==> config.mk <==
export PLATFORM = sky130hd
export DESIGN_NAME = risc_instruction_decoder_flat
export DESIGN_NICKNAME = d
export VERILOG_FILES = /design/src/hw/rtl/rid_pkg.sv /design/src/hw/rtl/rid_if.sv /design/src/hw/rtl/risc_instruction_decoder.sv /design/src/hw/rtl/rid_decode.sv /design/src/flat_wrapper.sv
export SDC_FILE = /design/constraint.sdc
export NUM_CORES = 1
export LEC_CHECK = 0
export BUFFER_PORTS_ARGS = -buffer_cell sky130_fd_sc_hd__buf_2
export CAP_MARGIN = 20
export CORE_UTILIZATION = 25
export CTS_CLUSTER_SIZE = 16
export DETAILED_ROUTE_END_ITERATION = 10
export PLACE_DENSITY = 0.42
export SLEW_MARGIN = 25
export SYNTH_ARGS = -nofsm -noshare
export SYNTH_HDL_FRONTEND = slang
export SYNTH_SLANG_ARGS = --single-unit
==> constraint.sdc <==
create_clock -name clk -period 13.05 [get_ports clk]
set_clock_uncertainty 0.2 [all_clocks]
set_input_delay 2.61 -clock clk [delete_from_list [all_inputs] [get_ports clk]]
set_output_delay 2.61 -clock clk [all_outputs]
set_load 0.005 [all_outputs]
==> src/hw/rtl/rid_pkg.sv <==
`default_nettype none
package rid_pkg;

  localparam int unsigned WORD_W = 32;
  localparam int unsigned OPN_W  = 7;
  localparam int unsigned KIND_W = 7;
  localparam int unsigned PACK_W = 64;

  // operand kinds
  localparam logic [KIND_W-1:0] KIND_RD_RS     = 7'd3;
  localparam logic [KIND_W-1:0] KIND_REG3      = 7'd7;
  localparam logic [KIND_W-1:0] KIND_REG3_BP   = 7'd15;
  localparam logic [KIND_W-1:0] KIND_REG2_IMM  = 7'd19;
  localparam logic [KIND_W-1:0] KIND_REG_IMM   = 7'd17;
  localparam logic [KIND_W-1:0] KIND_REG_WIDE  = 7'd33;
  localparam logic [KIND_W-1:0] KIND_TARGET    = 7'd64;

  // operation numbers
  localparam logic [OPN_W-1:0] OP_J       = 7'd0;
  localparam logic [OPN_W-1:0] OP_JAL     = 7'd1;
  localparam logic [OPN_W-1:0] OP_BEQ     = 7'd2;
  localparam logic [OPN_W-1:0] OP_BNE     = 7'd3;
  localparam logic [OPN_W-1:0] OP_ADDIU   = 7'd4;
  localparam logic [OPN_W-1:0] OP_SLTI    = 7'd5;
  localparam logic [OPN_W-1:0] OP_SLTIU   = 7'd6;
  localparam logic [OPN_W-1:0] OP_ANDI    = 7'd7;
  localparam logic [OPN_W-1:0] OP_ORI     = 7'd8;
  localparam logic [OPN_W-1:0] OP_XORI    = 7'd9;
  localparam logic [OPN_W-1:0] OP_AUI     = 7'd10;
  localparam logic [OPN_W-1:0] OP_BGEC    = 7'd11;
  localparam logic [OPN_W-1:0] OP_BLTC    = 7'd12;
  localparam logic [OPN_W-1:0] OP_BC      = 7'd13;
  localparam logic [OPN_W-1:0] OP_BALC    = 7'd14;
  localparam logic [OPN_W-1:0] OP_SLL     = 7'd15;
  localparam logic [OPN_W-1:0] OP_SRA     = 7'd16;
  localparam logic [OPN_W-1:0] OP_SLLV    = 7'd17;
  localparam logic [OPN_W-1:0] OP_LSA     = 7'd18;
  localparam logic [OPN_W-1:0] OP_SRAV    = 7'd19;
  localparam logic [OPN_W-1:0] OP_CLZ     = 7'd20;
  localparam logic [OPN_W-1:0] OP_CLO     = 7'd21;
  localparam logic [OPN_W-1:0] OP_ADD     = 7'd22;
  localparam logic [OPN_W-1:0] OP_ADDU    = 7'd23;
  localparam logic [OPN_W-1:0] OP_SUB     = 7'd24;
  localparam logic [OPN_W-1:0] OP_SUBU    = 7'd25;
  localparam logic [OPN_W-1:0] OP_AND     = 7'd26;
  localparam logic [OPN_W-1:0] OP_OR      = 7'd27;
  localparam logic [OPN_W-1:0] OP_XOR     = 7'd28;
  localparam logic [OPN_W-1:0] OP_NOR     = 7'd29;
  localparam logic [OPN_W-1:0] OP_SLT     = 7'd30;
  localparam logic [OPN_W-1:0] OP_SLTU    = 7'd31;
  localparam logic [OPN_W-1:0] OP_ROTR    = 7'd32;
  localparam logic [OPN_W-1:0] OP_SRL     = 7'd33;
  localparam logic [OPN_W-1:0] OP_ROTRV   = 7'd34;
  localparam logic [OPN_W-1:0] OP_SRLV    = 7'd35;
  localparam logic [OPN_W-1:0] OP_JALR_HB = 7'd36;
  localparam logic [OPN_W-1:0] OP_JALR    = 7'd37;
  localparam logic [OPN_W-1:0] OP_MUL     = 7'd38;
  localparam logic [OPN_W-1:0] OP_MUH     = 7'd39;
  localparam logic [OPN_W-1:0] OP_MULU    = 7'd40;
  localparam logic [OPN_W-1:0] OP_MUHU    = 7'd41;
  localparam logic [OPN_W-1:0] OP_DIV     = 7'd42;
  localparam logic [OPN_W-1:0] OP_MOD     = 7'd43;
  localparam logic [OPN_W-1:0] OP_DIVU    = 7'd44;
  localparam logic [OPN_W-1:0] OP_MODU    = 7'd45;
  localparam logic [OPN_W-1:0] OP_BLTZ    = 7'd46;
  localparam logic [OPN_W-1:0] OP_BGEZ    = 7'd47;
  localparam logic [OPN_W-1:0] OP_BLEZ    = 7'd48;
  localparam logic [OPN_W-1:0] OP_BLEZALC = 7'd49;
  localparam logic [OPN_W-1:0] OP_BGEZALC = 7'd50;
  localparam logic [OPN_W-1:0] OP_BGEUC   = 7'd51;
  localparam logic [OPN_W-1:0] OP_BGTZ    = 7'd52;
  localparam logic [OPN_W-1:0] OP_BGTZALC = 7'd53;
  localparam logic [OPN_W-1:0] OP_BLTZALC = 7'd54;
  localparam logic [OPN_W-1:0] OP_BLTUC   = 7'd55;
  localparam logic [OPN_W-1:0] OP_BEQC    = 7'd56;
  localparam logic [OPN_W-1:0] OP_BOVC    = 7'd57;
  localparam logic [OPN_W-1:0] OP_BNEC    = 7'd58;
  localparam logic [OPN_W-1:0] OP_BNVC    = 7'd59;
  localparam logic [OPN_W-1:0] OP_BITSWAP = 7'd60;
  localparam logic [OPN_W-1:0] OP_ALIGN   = 7'd61;
  localparam logic [OPN_W-1:0] OP_JIC     = 7'd62;
  localparam logic [OPN_W-1:0] OP_BEQZC   = 7'd63;
  localparam logic [OPN_W-1:0] OP_ALUIPC  = 7'd64;
  localparam logic [OPN_W-1:0] OP_AUIPC   = 7'd65;
  localparam logic [OPN_W-1:0] OP_ADDIUPC = 7'd66;
  localparam logic [OPN_W-1:0] OP_JIALC   = 7'd67;
  localparam logic [OPN_W-1:0] OP_BNEZC   = 7'd68;

  // major opcodes
  localparam logic [5:0] OPC_SPECIAL = 6'd0;
  localparam logic [5:0] OPC_REGIMM  = 6'd1;
  localparam logic [5:0] OPC_J       = 6'd2;
  localparam logic [5:0] OPC_JAL     = 6'd3;
  localparam logic [5:0] OPC_BEQ     = 6'd4;
  localparam logic [5:0] OPC_BNE     = 6'd5;
  localparam logic [5:0] OPC_POP06   = 6'd6;
  localparam logic [5:0] OPC_POP07   = 6'd7;
  localparam logic [5:0] OPC_POP10   = 6'd8;
  localparam logic [5:0] OPC_ADDIU   = 6'd9;
  localparam logic [5:0] OPC_SLTI    = 6'd10;
  localparam logic [5:0] OPC_SLTIU   = 6'd11;
  localparam logic [5:0] OPC_ANDI    = 6'd12;
  localparam logic [5:0] OPC_ORI     = 6'd13;
  localparam logic [5:0] OPC_XORI    = 6'd14;
  localparam logic [5:0] OPC_AUI     = 6'd15;
  localparam logic [5:0] OPC_BGEC    = 6'd22;
  localparam logic [5:0] OPC_BLTC    = 6'd23;
  localparam logic [5:0] OPC_POP30   = 6'd24;
  localparam logic [5:0] OPC_SPECIAL3 = 6'd31;
  localparam logic [5:0] OPC_BC      = 6'd50;
  localparam logic [5:0] OPC_POP66   = 6'd54;
  localparam logic [5:0] OPC_BALC    = 6'd58;
  localparam logic [5:0] OPC_PCREL   = 6'd59;
  localparam logic [5:0] OPC_POP76   = 6'd62;

  // SPECIAL function codes
  localparam logic [5:0] FN_SLL   = 6'd0;
  localparam logic [5:0] FN_SRL   = 6'd2;
  localparam logic [5:0] FN_SRA   = 6'd3;
  localparam logic [5:0] FN_SLLV  = 6'd4;
  localparam logic [5:0] FN_LSA   = 6'd5;
  localparam logic [5:0] FN_SRLV  = 6'd6;
  localparam logic [5:0] FN_SRAV  = 6'd7;
  localparam logic [5:0] FN_JALR  = 6'd9;
  localparam logic [5:0] FN_CLZ   = 6'd16;
  localparam logic [5:0] FN_CLO   = 6'd17;
  localparam logic [5:0] FN_SOP30 = 6'd24;
  localparam logic [5:0] FN_SOP31 = 6'd25;
  localparam logic [5:0] FN_SOP32 = 6'd26;
  localparam logic [5:0] FN_SOP33 = 6'd27;
  localparam logic [5:0] FN_ADD   = 6'd32;
  localparam logic [5:0] FN_ADDU  = 6'd33;
  localparam logic [5:0] FN_SUB   = 6'd34;
  localparam logic [5:0] FN_SUBU  = 6'd35;
  localparam logic [5:0] FN_AND   = 6'd36;
  localparam logic [5:0] FN_OR    = 6'd37;
  localparam logic [5:0] FN_XOR   = 6'd38;
  localparam logic [5:0] FN_NOR   = 6'd39;
  localparam logic [5:0] FN_SLT   = 6'd42;
  localparam logic [5:0] FN_SLTU  = 6'd43;

  // REGIMM rt codes, SPECIAL3 shamt codes, mul/div shamt selectors
  localparam logic [4:0] RT_BLTZ     = 5'd0;
  localparam logic [4:0] RT_BGEZ     = 5'd1;
  localparam logic [4:0] SA_BITSWAP  = 5'd0;
  localparam logic [2:0] SA_ALIGN_HI = 3'd2;
  localparam logic [4:0] SA_FIRST    = 5'd2;
  localparam logic [4:0] SA_SECOND   = 5'd3;

  typedef struct packed {
    logic [OPN_W-1:0]  operation;
    logic [KIND_W-1:0] operand_kind;
    logic [PACK_W-1:0] operand_pack;
    logic              is_nop;
    logic              is_unknown;
  } rid_result_t;

  function automatic logic [PACK_W-1:0] pk_regs(input logic [4:0] rd, input logic [4:0] rs,
                                                input logic [4:0] rt);
    pk_regs = {40'd0, 3'd0, rt, 3'd0, rs, 3'd0, rd};
  endfunction

  function automatic logic [PACK_W-1:0] pk_imm(input logic [4:0] a, input logic [4:0] b,
                                               input logic [31:0] imm);
    pk_imm = {imm, 16'd0, 3'd0, b, 3'd0, a};
  endfunction

endpackage
`default_nettype wire

==> src/hw/rtl/rid_if.sv <==
`default_nettype none
interface rid_in_if;
  import rid_pkg::*;
  logic              valid;
  logic              ready;
  logic [WORD_W-1:0] instr_word;

  modport source (output valid, output instr_word, input ready);
  modport sink   (input valid, input instr_word, output ready);
endinterface

interface rid_out_if;
  import rid_pkg::*;
  logic              valid;
  logic              ready;
  logic [OPN_W-1:0]  operation;
  logic [KIND_W-1:0] operand_kind;
  logic [PACK_W-1:0] operand_pack;
  logic              is_nop;
  logic              is_unknown;

  modport source (output valid, output operation, output operand_kind,
                  output operand_pack, output is_nop, output is_unknown, input ready);
  modport sink   (input valid, input operation, input operand_kind,
                  input operand_pack, input is_nop, input is_unknown, output ready);
endinterface
`default_nettype wire

==> src/hw/rtl/risc_instruction_decoder.sv <==
// Pipeline: input register, then result register; a stall on result holds both.
// Throughput: one instruction per cycle while result is not stalled; decode is a
//   single combinational pass.
// Reset (rst, synchronous): both stage valid flags clear; payload registers
//   are not reset.
`default_nettype none
module risc_instruction_decoder
  import rid_pkg::*;
(
  input  wire logic  clk,
  input  wire logic  rst,
  rid_in_if.sink     instr,
  rid_out_if.source  result
);

  logic              s1_valid;
  logic [WORD_W-1:0] s1_word;
  logic              out_valid;
  rid_result_t       out_res;
  rid_result_t       dec_res;
  logic              out_load;

  rid_decode u_decode (
    .word (s1_word),
    .res  (dec_res)
  );

  assign out_load    = s1_valid && (!out_valid || result.ready);
  assign instr.ready = !s1_valid || out_load;

  always_ff @(posedge clk) begin
    if (rst) begin
      s1_valid  <= 1'b0;
      out_valid <= 1'b0;
    end else begin
      if (instr.ready) begin
        s1_valid <= instr.valid;
      end
      if (out_load) begin
        out_valid <= 1'b1;
      end else if (result.ready) begin
        out_valid <= 1'b0;
      end
    end
  end

  always_ff @(posedge clk) begin
    if (instr.valid && instr.ready) begin
      s1_word <= instr.instr_word;
    end
    if (out_load) begin
      out_res <= dec_res;
    end
  end

  assign result.valid        = out_valid;
  assign result.operation    = out_res.operation;
  assign result.operand_kind = out_res.operand_kind;
  assign result.operand_pack = out_res.operand_pack;
  assign result.is_nop       = out_res.is_nop;
  assign result.is_unknown   = out_res.is_unknown;

  a_flags_exclusive: assert property (@(posedge clk) disable iff (rst)
    result.valid |-> !(result.is_nop && result.is_unknown))
    else $error("nop and unknown both set");

  a_unknown_zero: assert property (@(posedge clk) disable iff (rst)
    (result.valid && (result.is_unknown || result.is_nop)) |->
      (result.operation == '0 && result.operand_kind == '0 && result.operand_pack == '0))
    else $error("nonzero fields on nop or unknown result");

  a_op_range: assert property (@(posedge clk) disable iff (rst)
    result.valid |-> (result.operation <= OP_BNEZC))
    else $error("operation number out of range");

  a_accept_fills: assert property (@(posedge clk) disable iff (rst)
    (instr.valid && instr.ready) |=> s1_valid)
    else $error("transfer lost at input register");

  a_stall_holds: assert property (@(posedge clk) disable iff (rst)
    (s1_valid && !out_load) |=> (s1_valid && $stable(s1_word)))
    else $error("input register changed while stalled");

endmodule
`default_nettype wire

==> src/hw/rtl/rid_decode.sv <==
`default_nettype none
module rid_decode
  import rid_pkg::*;
(
  input  wire logic [WORD_W-1:0] word,
  output rid_result_t            res
);

  logic [5:0]        opc;
  logic [4:0]        rs;
  logic [4:0]        rt;
  logic [4:0]        rd;
  logic [4:0]        sa;
  logic [5:0]        fn;
  logic [31:0]       im;
  logic [31:0]       tgt;
  logic              nop;
  logic              known;
  logic [OPN_W-1:0]  opn;
  logic [KIND_W-1:0] kind;
  logic [PACK_W-1:0] pack;

  assign opc = word[31:26];
  assign rs  = word[25:21];
  assign rt  = word[20:16];
  assign rd  = word[15:11];
  assign sa  = word[10:6];
  assign fn  = word[5:0];
  assign im  = {16'd0, word[15:0]};
  assign tgt = {6'd0, word[25:0]};
  assign nop = (word == '0);

  always_comb begin
    known = 1'b1;
    opn   = OP_J;
    kind  = KIND_REG3;
    pack  = pk_regs(rd, rs, rt);
    unique case (opc)
      OPC_SPECIAL: begin
        unique case (fn)
          FN_SLL:  opn = OP_SLL;
          FN_SRA:  opn = OP_SRA;
          FN_SLLV: opn = OP_SLLV;
          FN_LSA:  opn = OP_LSA;
          FN_SRAV: opn = OP_SRAV;
          FN_CLZ:  opn = OP_CLZ;
          FN_CLO:  opn = OP_CLO;
          FN_ADD:  opn = OP_ADD;
          FN_ADDU: opn = OP_ADDU;
          FN_SUB:  opn = OP_SUB;
          FN_SUBU: opn = OP_SUBU;
          FN_AND:  opn = OP_AND;
          FN_OR:   opn = OP_OR;
          FN_XOR:  opn = OP_XOR;
          FN_NOR:  opn = OP_NOR;
          FN_SLT:  opn = OP_SLT;
          FN_SLTU: opn = OP_SLTU;
          FN_SRL:  opn = (rs != '0) ? OP_ROTR : OP_SRL;
          FN_SRLV: opn = (sa != '0) ? OP_ROTRV : OP_SRLV;
          FN_JALR: begin
            opn  = sa[4] ? OP_JALR_HB : OP_JALR;
            kind = KIND_RD_RS;
            pack = pk_regs(rd, rs, 5'd0);
          end
          FN_SOP30, FN_SOP31, FN_SOP32, FN_SOP33: begin
            // pair picked by fn[1:0], member by shamt
            opn   = OP_MUL + OPN_W'({fn[1:0], sa[0]});
            known = (sa == SA_FIRST) || (sa == SA_SECOND);
          end
          default: known = 1'b0;
        endcase
      end
      OPC_J, OPC_JAL, OPC_BC, OPC_BALC: begin
        unique case (opc)
          OPC_J:   opn = OP_J;
          OPC_JAL: opn = OP_JAL;
          OPC_BC:  opn = OP_BC;
          default: opn = OP_BALC;
        endcase
        kind = KIND_TARGET;
        pack = {tgt, 32'd0};
      end
      OPC_BEQ, OPC_BNE, OPC_ADDIU, OPC_SLTI, OPC_SLTIU, OPC_ANDI, OPC_ORI, OPC_XORI,
      OPC_AUI, OPC_BGEC, OPC_BLTC: begin
        unique case (opc)
          OPC_BEQ:   opn = OP_BEQ;
          OPC_BNE:   opn = OP_BNE;
          OPC_ADDIU: opn = OP_ADDIU;
          OPC_SLTI:  opn = OP_SLTI;
          OPC_SLTIU: opn = OP_SLTIU;
          OPC_ANDI:  opn = OP_ANDI;
          OPC_ORI:   opn = OP_ORI;
          OPC_XORI:  opn = OP_XORI;
          OPC_AUI:   opn = OP_AUI;
          OPC_BGEC:  opn = OP_BGEC;
          default:   opn = OP_BLTC;
        endcase
        kind = KIND_REG2_IMM;
        pack = pk_imm(rs, rt, im);
      end
      OPC_REGIMM: begin
        kind  = KIND_REG_IMM;
        pack  = pk_imm(rs, 5'd0, im);
        opn   = (rt == RT_BLTZ) ? OP_BLTZ : OP_BGEZ;
        known = (rt == RT_BLTZ) || (rt == RT_BGEZ);
      end
      OPC_POP06, OPC_POP07: begin
        kind = KIND_REG_IMM;
        if (rt == '0) begin
          opn  = (opc == OPC_POP06) ? OP_BLEZ : OP_BGTZ;
          pack = pk_imm(rs, 5'd0, im);
        end else if (rs == '0) begin
          opn  = (opc == OPC_POP06) ? OP_BLEZALC : OP_BGTZALC;
          pack = pk_imm(rt, 5'd0, im);
        end else if (rs == rt) begin
          opn  = (opc == OPC_POP06) ? OP_BGEZALC : OP_BLTZALC;
          pack = pk_imm(rt, 5'd0, im);
        end else begin
          opn  = (opc == OPC_POP06) ? OP_BGEUC : OP_BLTUC;
          kind = KIND_REG2_IMM;
          pack = pk_imm(rs, rt, im);
        end
      end
      OPC_POP10, OPC_POP30: begin
        if (opc == OPC_POP10) begin
          opn = (rs < rt) ? OP_BEQC : OP_BOVC;
        end else begin
          opn = (rs < rt) ? OP_BNEC : OP_BNVC;
        end
        kind = KIND_REG2_IMM;
        pack = pk_imm(rs, rt, im);
      end
      OPC_SPECIAL3: begin
        if (sa == SA_BITSWAP) begin
          opn  = OP_BITSWAP;
          kind = KIND_RD_RS;
          pack = pk_regs(rd, rt, 5'd0);
        end else begin
          opn   = OP_ALIGN;
          kind  = KIND_REG3_BP;
          pack  = pk_regs(rd, rs, rt) | {38'd0, sa[1:0], 24'd0};
          known = (sa[4:2] == SA_ALIGN_HI);
        end
      end
      OPC_POP66: begin
        if (rs == '0) begin
          opn  = OP_JIC;
          kind = KIND_REG_IMM;
          pack = pk_imm(rt, 5'd0, im);
        end else begin
          opn  = OP_BEQZC;
          kind = KIND_REG_WIDE;
          pack = pk_imm(rs, 5'd0, {11'd0, word[20:0]});
        end
      end
      OPC_PCREL: begin
        if (rt[4:3] != '0) begin
          opn  = rt[0] ? OP_ALUIPC : OP_AUIPC;
          kind = KIND_REG_IMM;
          pack = pk_imm(rs, 5'd0, im);
        end else begin
          opn  = OP_ADDIUPC;
          kind = KIND_REG_WIDE;
          pack = pk_imm(rs, 5'd0, {13'd0, word[18:0]});
        end
      end
      OPC_POP76: begin
        kind = KIND_REG_IMM;
        if (rs == '0) begin
          opn  = OP_JIALC;
          pack = pk_imm(rt, 5'd0, im);
        end else begin
          opn  = OP_BNEZC;
          pack = pk_imm(rs, 5'd0, im);
        end
      end
      default: known = 1'b0;
    endcase
  end

  always_comb begin
    res.is_nop     = nop;
    res.is_unknown = !nop && !known;
    if (!nop && known) begin
      res.operation    = opn;
      res.operand_kind = kind;
      res.operand_pack = pack;
    end else begin
      res.operation    = '0;
      res.operand_kind = '0;
      res.operand_pack = '0;
    end
  end

endmodule
`default_nettype wire
==> src/flat_wrapper.sv <==
// flat-port wrapper written by rule: the top's interface ports become plain ports
module risc_instruction_decoder_flat import rid_pkg::*;
  (clk, rst, instr_valid, instr_instr_word, instr_ready, result_valid, result_operation, result_operand_kind, result_operand_pack, result_is_nop, result_is_unknown, result_ready);
  rid_in_if instr_i ();
  rid_out_if result_i ();
  input  wire logic clk;
  input  wire logic rst;
  input wire logic [$bits(instr_i.valid)-1:0] instr_valid;
  input wire logic [$bits(instr_i.instr_word)-1:0] instr_instr_word;
  output wire logic [$bits(instr_i.ready)-1:0] instr_ready;
  output wire logic [$bits(result_i.valid)-1:0] result_valid;
  output wire logic [$bits(result_i.operation)-1:0] result_operation;
  output wire logic [$bits(result_i.operand_kind)-1:0] result_operand_kind;
  output wire logic [$bits(result_i.operand_pack)-1:0] result_operand_pack;
  output wire logic [$bits(result_i.is_nop)-1:0] result_is_nop;
  output wire logic [$bits(result_i.is_unknown)-1:0] result_is_unknown;
  input wire logic [$bits(result_i.ready)-1:0] result_ready;
  assign instr_i.valid = instr_valid;
  assign instr_i.instr_word = instr_instr_word;
  assign instr_ready = instr_i.ready;
  assign result_valid = result_i.valid;
  assign result_operation = result_i.operation;
  assign result_operand_kind = result_i.operand_kind;
  assign result_operand_pack = result_i.operand_pack;
  assign result_is_nop = result_i.is_nop;
  assign result_is_unknown = result_i.is_unknown;
  assign result_i.ready = result_ready;
  risc_instruction_decoder u_core (.clk(clk), .rst(rst), .instr(instr_i), .result(result_i));
endmodule
==> results of run 1 <==
-- sequential cells by signal (all words and copies together) (netlist names), named ones only --
register,count
u_core.result.is_nop,1
u_core.result.is_unknown,1
u_core.result.operand_kind,7
u_core.result.operand_pack,43
u_core.result.operation,7
u_core.result.valid,1
u_core.s1_valid,1
u_core.s1_word,32
-- layer usage --
layer	track usage [%]	share of wire [%]	vias to the layer above
li1	-	-	1992
met1	18.4	47	1933
met2	21.1	47	125
met3	2.98	4.7	11
met4	3.92	1.4	0
met5	0	0	-
-- power by group --
part,internal (mW),switching [mW]
logic,0.0355,0.0542
registers,0.362,0.0181
clock network,0.149,0.115
total,0.546,0.187
-- area by class of cell --
class,count,area (um^2),area share [%]
Sequential cell,97,2850,45.4
Multi-Input combinational cell,347,2220,35.3
Timing Repair Buffer,99,503,8.00
Tap cell,275,344,5.47
Clock buffer,10,229,3.64
Inverter,21,78.8,1.25
Clock inverter,5,62.6,0.995
-- worst max path at each step --
stage,slack (ns),end,start
2_1_floorplan,5.33,u_core.result.is_nop$_DFFE_PP_,result_ready
3_3_place_gp,7.21,instr_ready,result_ready
3_5_place_dp,7.20,instr_ready,result_ready
4_1_cts,7.20,instr_ready,result_ready
5_1_grt,7.17,instr_ready,result_ready
6_report,7.20,instr_ready,result_ready
-- metrics by stage --
step                area [um^2]  util (%)  cells  setup slack, ns
global placement           5990      28.6    839             7.21
detailed placement         5990      28.6    839             7.20
floorplan                  5410         -    514             5.33
CTS                        6290      30.0    854             7.20
finish                     6290      30.0    854             7.20
global route               6290      30.0    854             7.17
-- Yosys cell counts (all sizes together) (3+ instances only) --
cell type   n  share of area (%)
edfxtp     91                 51
nor2       33                2.3
nand2      31                2.2
buf        29                3.9
a21oi      27                2.6
and3       22                2.6
inv        21                1.5
clkbuf     20                1.4
nor3       17                1.6
o21ai      17                1.6
ha         16                3.7
and2       15                1.8
nand2b     14                1.6
nand3      13                1.2
mux2i       9                1.7
or4         8                1.2
nand4       7               0.82
o22ai       7               0.82
a22oi       6               0.84
dfxtp       6                2.2
nor4        6               0.82
a31oi       5               0.59
nand3b      5               0.70
nor2b       5               0.59
a222oi      4               0.75
nor3b       4               0.56
o32ai       4               0.66
a21o        3               0.42
a221oi      3               0.49
o221ai      3               0.49
o31a        3               0.49
o41ai       3               0.84
-- critical path, delay by kind of cell --
kind          cells  cell delay (ns)
buf+inv           2             0.25
simple gates      1             0.18
-- layout by cell type (no fill, tap or decap), drive strengths merged, types with 6 or more instances in the layout --
master and instances:
a21oi 27, a22oi 6, and2 15, and3 22
buf 99, clkbuf 10, conb 21, dfxtp 6
edfxtp 91, ha 16, inv 23, mux2i 9
nand2 31, nand2b 14, nand3 13, nand4 7
nor2 33, nor3 17, nor4 6, o21ai 17
o22ai 7, or4 8
-- cells by family (layout without fill, tap and decap cells) --
| group | count (synthesis) | after routing |
|---|---|---|
| AO/OA/AOI/OAI | 108 | 108 |
| XOR/XNOR | 3 | 3 |
| adder cells (fa/ha/maj) | 16 | 16 |
| buffers and inverters | 70 | 135 |
| flip-flops | 97 | 97 |
| multiplexers | 10 | 10 |
| other | 1 | 21 |
| AND/OR/NAND/NOR | 189 | 189 |
==> reports/metrics.json, run 1 <==
{
  "status": {"value": "completed"},
  "cp-end-kind": {"value": "output port"},
  "io-pin-count": {"value": 118},
  "dr.pass1.iters": {"value": 5},
  "insertion_delay_to_the_later_sink_of_the_worst_skew_pair": {"value": 0.35, "unit": "ns"},
  "yosys.area_share.adder": {"value": 3.75, "unit": "%"},
  "ctsResizeCount": {"value": 0},
  "report.power.total": {"value": 0.733, "unit": "mW"},
  "dp_hpwl": {"value": 10700, "unit": "um"},
  "cts_bufs_inserted": {"value": 9},
  "critPathMaxFanout": {"value": 3},
  "fp.dieW": {"value": 148, "unit": "um"},
  "route.detailed.vias_per_inst": {"value": 4.76},
  "number_of_global_route_vias_before_repair": {"value": 3801},
  "slew_viol_final": {"value": 0},
  "timing.setup.tns": {"value": 0, "unit": "ns"},
  "fin_worst_hold_slack": {"value": 0.311, "unit": "ns"},
  "start_kind": {"value": "input pin"},
  "fin_crit": {"value": 5.85, "unit": "ns"},
  "clock-sinks": {"value": 97},
  "floorplan.initialDensity": {"value": 25.5, "unit": "%"},
  "critical-path-max-stage-delay": {"value": 0.18, "unit": "ns"},
  "synth_sequential_area_ratio": {"value": 53.4, "unit": "%"},
  "cts_root_buffer": {"value": "clkbuf_16"},
  "timing.hold.worst.class": {"value": "reg2reg"},
  "postSynthAreaPerCell": {"value": 10.8, "unit": "um^2"},
  "synthMuxAreaShare": {"value": 1.90, "unit": "%"},
  "timing.critical_path.cells": {"value": "buf_2 > nand3b_1 > buf_2"},
  "tightest_slew": {"value": 1.02, "unit": "ns"},
  "ys_warnings": {"value": 0},
  "vdd_drop_max": {"value": 0.0000474, "unit": "V"},
  "yosysUniqueCellTypes": {"value": 69},
  "routed_length_per_placed_instance": {"value": 17.2, "unit": "um"},
  "timing_hold_violations_final": {"value": 0},
  "min_delay_path_depth": {"value": 2},
  "grt_start_max_net_pins": {"value": 60},
  "drt_iter0_markers": {"value": 312},
  "synth-xor-area-share": {"value": 0.492, "unit": "%"},
  "min_delay_worst_endpoint": {"value": "u_core.result.valid$_SDFFE_PP0P_"},
  "critical_path.reg2reg.startpoint": {"value": "u_core.s1_word[0]$_DFFE_PP_"},
  "floorplan_die_height": {"value": 148, "unit": "um"},
  "postCtsHoldBufs": {"value": 0},
  "globalRoute.totalOverflow": {"value": 0},
  "clkSlewWorstSetupHoldPaths": {"value": 0.06, "unit": "ns"},
  "synth_compound_gate_area_share": {"value": 14.2, "unit": "%"},
  "post_route_cells_drive_above_1_share": {"value": 21.1, "unit": "%"},
  "synth_top_family_by_area": {"value": "simple AND/OR/NAND/NOR gates"},
  "layout.nets": {"value": 627},
  "grt_first_pass_wirelength": {"value": 22100, "unit": "um"},
  "rsz0062_at_grt": {"value": "no"},
  "worstHoldStart": {"value": "u_core.s1_valid$_SDFFE_PP0N_"},
  "area_share_of_and_or_nand_nor_cells_after_synthesis": {"value": 19.3, "unit": "%"},
  "synthesis.instances": {"value": 494},
  "cellPowerDensity": {"value": 117, "unit": "nW/um^2"},
  "placementRows": {"value": 53},
  "synth-async-reset-ratio": {"value": 0, "unit": "%"},
  "global_route.usage.total": {"value": 13.4, "unit": "%"},
  "flow.area_growth_from_synthesis": {"value": 17.7, "unit": "%"},
  "design.core.area": {"value": 21000, "unit": "um^2"},
  "required": {"value": 10.24, "unit": "ns"},
  "antennaDiodeCount": {"value": 0},
  "antenna_violating_nets_post_route": {"value": 0},
  "rr_worst_depth": {"value": 8},
  "maxSlewHeadroom": {"value": 30.0, "unit": "%"},
  "htreeDepth": {"value": 3},
  "die_area": {"value": 21900, "unit": "um^2"},
  "tritoncts": {"value": "done"},
  "gp_congestion": {"value": 0.813},
  "postRouteWirelength": {"value": 14700, "unit": "um"},
  "worstReg2RegEnd": {"value": "u_core.result.operation[5]$_SDFFCE_PN0P_"},
  "postCtsSetupBuffers": {"value": 0},
  "finalCritPeriodShare": {"value": 44.8, "unit": "%"},
  "drt_drc_violations_left": {"value": 0},
  "ys.flop_type": {"value": "edfxtp_1"},
  "fill_cells": {"value": 2202},
  "synth_enable_flop_cells": {"value": 91},
  "syn_area": {"value": 5340, "unit": "um^2"},
  "fmaxAchievable": {"value": 0.171, "unit": "GHz"},
  "critPathMostFrequentCell": {"value": "buf_2"},
  "max_cap_violations": {"value": 0},
  "critical_path.slowest_cell": {"value": "nand3b_1"},
  "cellLeakagePower": {"value": 2.44, "unit": "nW"},
  "reg2reg_slack": {"value": 9.15, "unit": "ns"},
  "antenna_found_initial": {"value": 0},
  "postSynthRegisterBits": {"value": 97},
  "clockBufferDepth": {"value": 2},
  "worst-endpoint-arrival": {"value": 3.04, "unit": "ns"},
  "timing.setup.critical_path_class": {"value": "in2out"},
  "routed-via-count": {"value": 4061},
  "portBuffers": {"value": 96},
  "setup_viol": {"value": 0}
}
No activity file was read; power rests on OpenSTA's default activity.
==> run 2, diff against run 1 <==
Settings changed: PLACE_DENSITY 0.42 to 0.43.
Clock period 13.05 ns to 4.8 ns, I/O delays scaled along.
==> reports/metrics.json, run 2 (synthesized netlist as in run 1, its figures left out) <==
{
  "number_of_global_route_vias_before_repair": {"value": 3862},
  "numPlacedInstances": {"value": 842},
  "io-pin-count": {"value": 118},
  "critical_path.reg2reg.startpoint": {"value": "u_core.s1_word[0]$_DFFE_PP_"},
  "clock-sinks": {"value": 97},
  "tritoncts": {"value": "done"},
  "global_route.usage.total": {"value": 13.4, "unit": "%"},
  "report.power.total": {"value": 1.99, "unit": "mW"},
  "met3RoutedLength": {"value": 752, "unit": "um"},
  "final_cell_area": {"value": 6330, "unit": "um^2"},
  "fmaxAchievable": {"value": 0.267, "unit": "GHz"},
  "final_critical_path_setup_slack": {"value": 1.06, "unit": "ns"},
  "portBuffers": {"value": 96},
  "placementRows": {"value": 53},
  "min_delay_path_depth": {"value": 2},
  "worstHoldStart": {"value": "u_core.s1_valid$_SDFFE_PP0N_"},
  "timing.setup.critical_path_class": {"value": "reg2reg"},
  "grt_start_max_net_pins": {"value": 29},
  "insertion_delay_to_the_later_sink_of_the_worst_skew_pair": {"value": 0.35, "unit": "ns"},
  "htreeDepth": {"value": 3},
  "cp-end-kind": {"value": "register"},
  "rsz0062_at_grt": {"value": "no"},
  "power.net_switching": {"value": 0.506, "unit": "mW"},
  "dp_hpwl": {"value": 10800, "unit": "um"},
  "fin_worst_hold_slack": {"value": 0.307, "unit": "ns"},
  "ctsResizeCount": {"value": 0},
  "seqPwrFrac": {"value": 51.8, "unit": "%"},
  "worstReg2RegEnd": {"value": "u_core.result.operand_pack[11]$_SDFFCE_PN0P_"},
  "fp.dieW": {"value": 148, "unit": "um"},
  "critPathMaxFanout": {"value": 22},
  "finalCritPeriodShare": {"value": 78.0, "unit": "%"},
  "timing.setup.tns": {"value": 0, "unit": "ns"},
  "worst-endpoint-arrival": {"value": 3.62, "unit": "ns"},
  "power_frac_clock": {"value": 35.6, "unit": "%"},
  "timing_hold_violations_final": {"value": 0},
  "vdd_drop_max": {"value": 0.000124, "unit": "V"},
  "slew_viol_final": {"value": 0},
  "dpl_cell_area": {"value": 6010, "unit": "um^2"},
  "route.detailed.vias_per_inst": {"value": 4.75},
  "timing.hold.worst.class": {"value": "reg2reg"},
  "leading_cell_types_in_the_layout_fill_and_taps_excluded": {"value": "96 x buf_2, 91 x edfxtp_1, 33 x nor2_1, 31 x nand2_1, 26 x a21oi_1"},
  "floorplan.initialDensity": {"value": 25.5, "unit": "%"},
  "drt_iter0_markers": {"value": 343},
  "postCtsSetupBuffers": {"value": 0},
  "clkSlewWorstSetupHoldPaths": {"value": 0.06, "unit": "ns"},
  "dr.pass1.iters": {"value": 5},
  "die_area": {"value": 21900, "unit": "um^2"},
  "design.core.area": {"value": 21000, "unit": "um^2"},
  "grt_first_pass_wirelength": {"value": 22200, "unit": "um"},
  "rr_worst_depth": {"value": 8},
  "floorplan_die_height": {"value": 148, "unit": "um"},
  "wl_met1": {"value": 6710, "unit": "um"},
  "clockBufferDepth": {"value": 2},
  "postCtsHoldBufs": {"value": 0},
  "reg2reg_slack": {"value": 1.06, "unit": "ns"},
  "drt_drc_violations_left": {"value": 0},
  "instances_no_fill": {"value": 859},
  "placement_setup_slack": {"value": 1.07, "unit": "ns"},
  "top_layer_used": {"value": "met4"},
  "cellLeakagePower": {"value": 2.46, "unit": "nW"},
  "max_cap_violations": {"value": 0},
  "comb_power_share": {"value": 12.6, "unit": "%"},
  "fin_crit": {"value": 3.74, "unit": "ns"},
  "antenna_found_initial": {"value": 0},
  "antenna_violating_nets_post_route": {"value": 0},
  "maxSlewHeadroom": {"value": 36.5, "unit": "%"},
  "most_common_library_cell_in_the_layout_ignoring_fill_and_taps": {"value": "buf_2"},
  "globalRoute.totalOverflow": {"value": 0},
  "setup_viol": {"value": 0},
  "min_delay_worst_endpoint": {"value": "u_core.result.valid$_SDFFE_PP0P_"},
  "cts_bufs_inserted": {"value": 9},
  "sw_frac_of_total": {"value": 25.4, "unit": "%"},
  "final_util": {"value": 30.2, "unit": "%"},
  "largest_reg_flops": {"value": 43},
  "status": {"value": "completed"},
  "start_kind": {"value": "register"},
  "routed_length_per_placed_instance": {"value": 17.1, "unit": "um"},
  "cellPowerDensity": {"value": 315, "unit": "nW/um^2"},
  "routed-via-count": {"value": 4081},
  "tightest_slew": {"value": 0.929, "unit": "ns"},
  "p_int": {"value": 1.48, "unit": "mW"},
  "flow.area_growth_from_synthesis": {"value": 18.5, "unit": "%"},
  "dr_wl_met2": {"value": 7010, "unit": "um"},
  "antennaDiodeCount": {"value": 0},
  "postRouteWirelength": {"value": 14700, "unit": "um"},
  "post_route_cells_drive_above_1_share": {"value": 21.1, "unit": "%"},
  "required": {"value": 4.67, "unit": "ns"},
  "cts_root_buffer": {"value": "clkbuf_16"},
  "layout.nets": {"value": 631},
  "gp_congestion": {"value": 0.861}
}
==> run 2: cell types whose count changed in the layout (fill, tap and decap cells not counted) <==
cell        change
buf_4           +3
clkinv_1        +4
buf_16          +1
inv_6           -1
nor3_1          +1
nor3_2          -1
inv_1           -1
clkinvlp_4      -1
==> run 2: worst max-delay path: stages, from the launching register on <==
cell and delay, ns:
edfxtp_1 0.40, inv_1 0.11, ha_1 0.26, or4_1 0.55
nor4b_1 0.16, or4_4 0.55, o41ai_4 0.47, a21o_1 0.64
nor2_1 0.12
==> run 2: final cells by class <==
class | count | area [um^2]
clock buffers | 10 | 229
clock inverters | 6 | 57.6
fillers | 2204 | 14600
inverters | 21 | 78.8
multi-input cells | 347 | 2210
flip-flops and latches | 97 | 2850
well taps | 275 | 344
repair buffers | 103 | 553
==> run 2: worst max path at each step <==
stage | from | endpoint | slack, ns | depth (start not counted)
after floorplan | result_ready | u_core.result.is_nop$_DFFE_PP_ | 0.29 | 2
after global placement | u_core.s1_word[0]$_DFFE_PP_ | u_core.result.operand_pack[32]$_SDFFCE_PN0P_ | 1.13 | 8
after detailed placement | u_core.s1_word[0]$_DFFE_PP_ | u_core.result.operand_pack[10]$_SDFFCE_PN0P_ | 1.07 | 8
after CTS | u_core.s1_word[0]$_DFFE_PP_ | u_core.result.operand_pack[12]$_SDFFCE_PN0P_ | 1.06 | 8
after global routing | u_core.s1_word[28]$_DFFE_PP_ | u_core.result.operand_pack[20]$_SDFFCE_PN0P_ | 0.87 | 6
final | u_core.s1_word[0]$_DFFE_PP_ | u_core.result.operand_pack[11]$_SDFFCE_PN0P_ | 1.06 | 8
==> run 2: layer usage <==
metal  track usage (%)  vias up
met1              17.5     1938
met5                 0        -
met4              5.15        0
met3              2.88       16
li1                  -     2004
met2              21.8      123
==> run 2: power groups by stage <==
stage	combinational, mW	sequential, mW	clock (mW)
floorplan	0.182	1.03	0
finish	0.251	1.03	0.708
CTS	0.248	1.03	0.730
global route	0.280	1.04	0.760
detailed placement	0.247	1.05	0
global placement	0.244	1.05	0
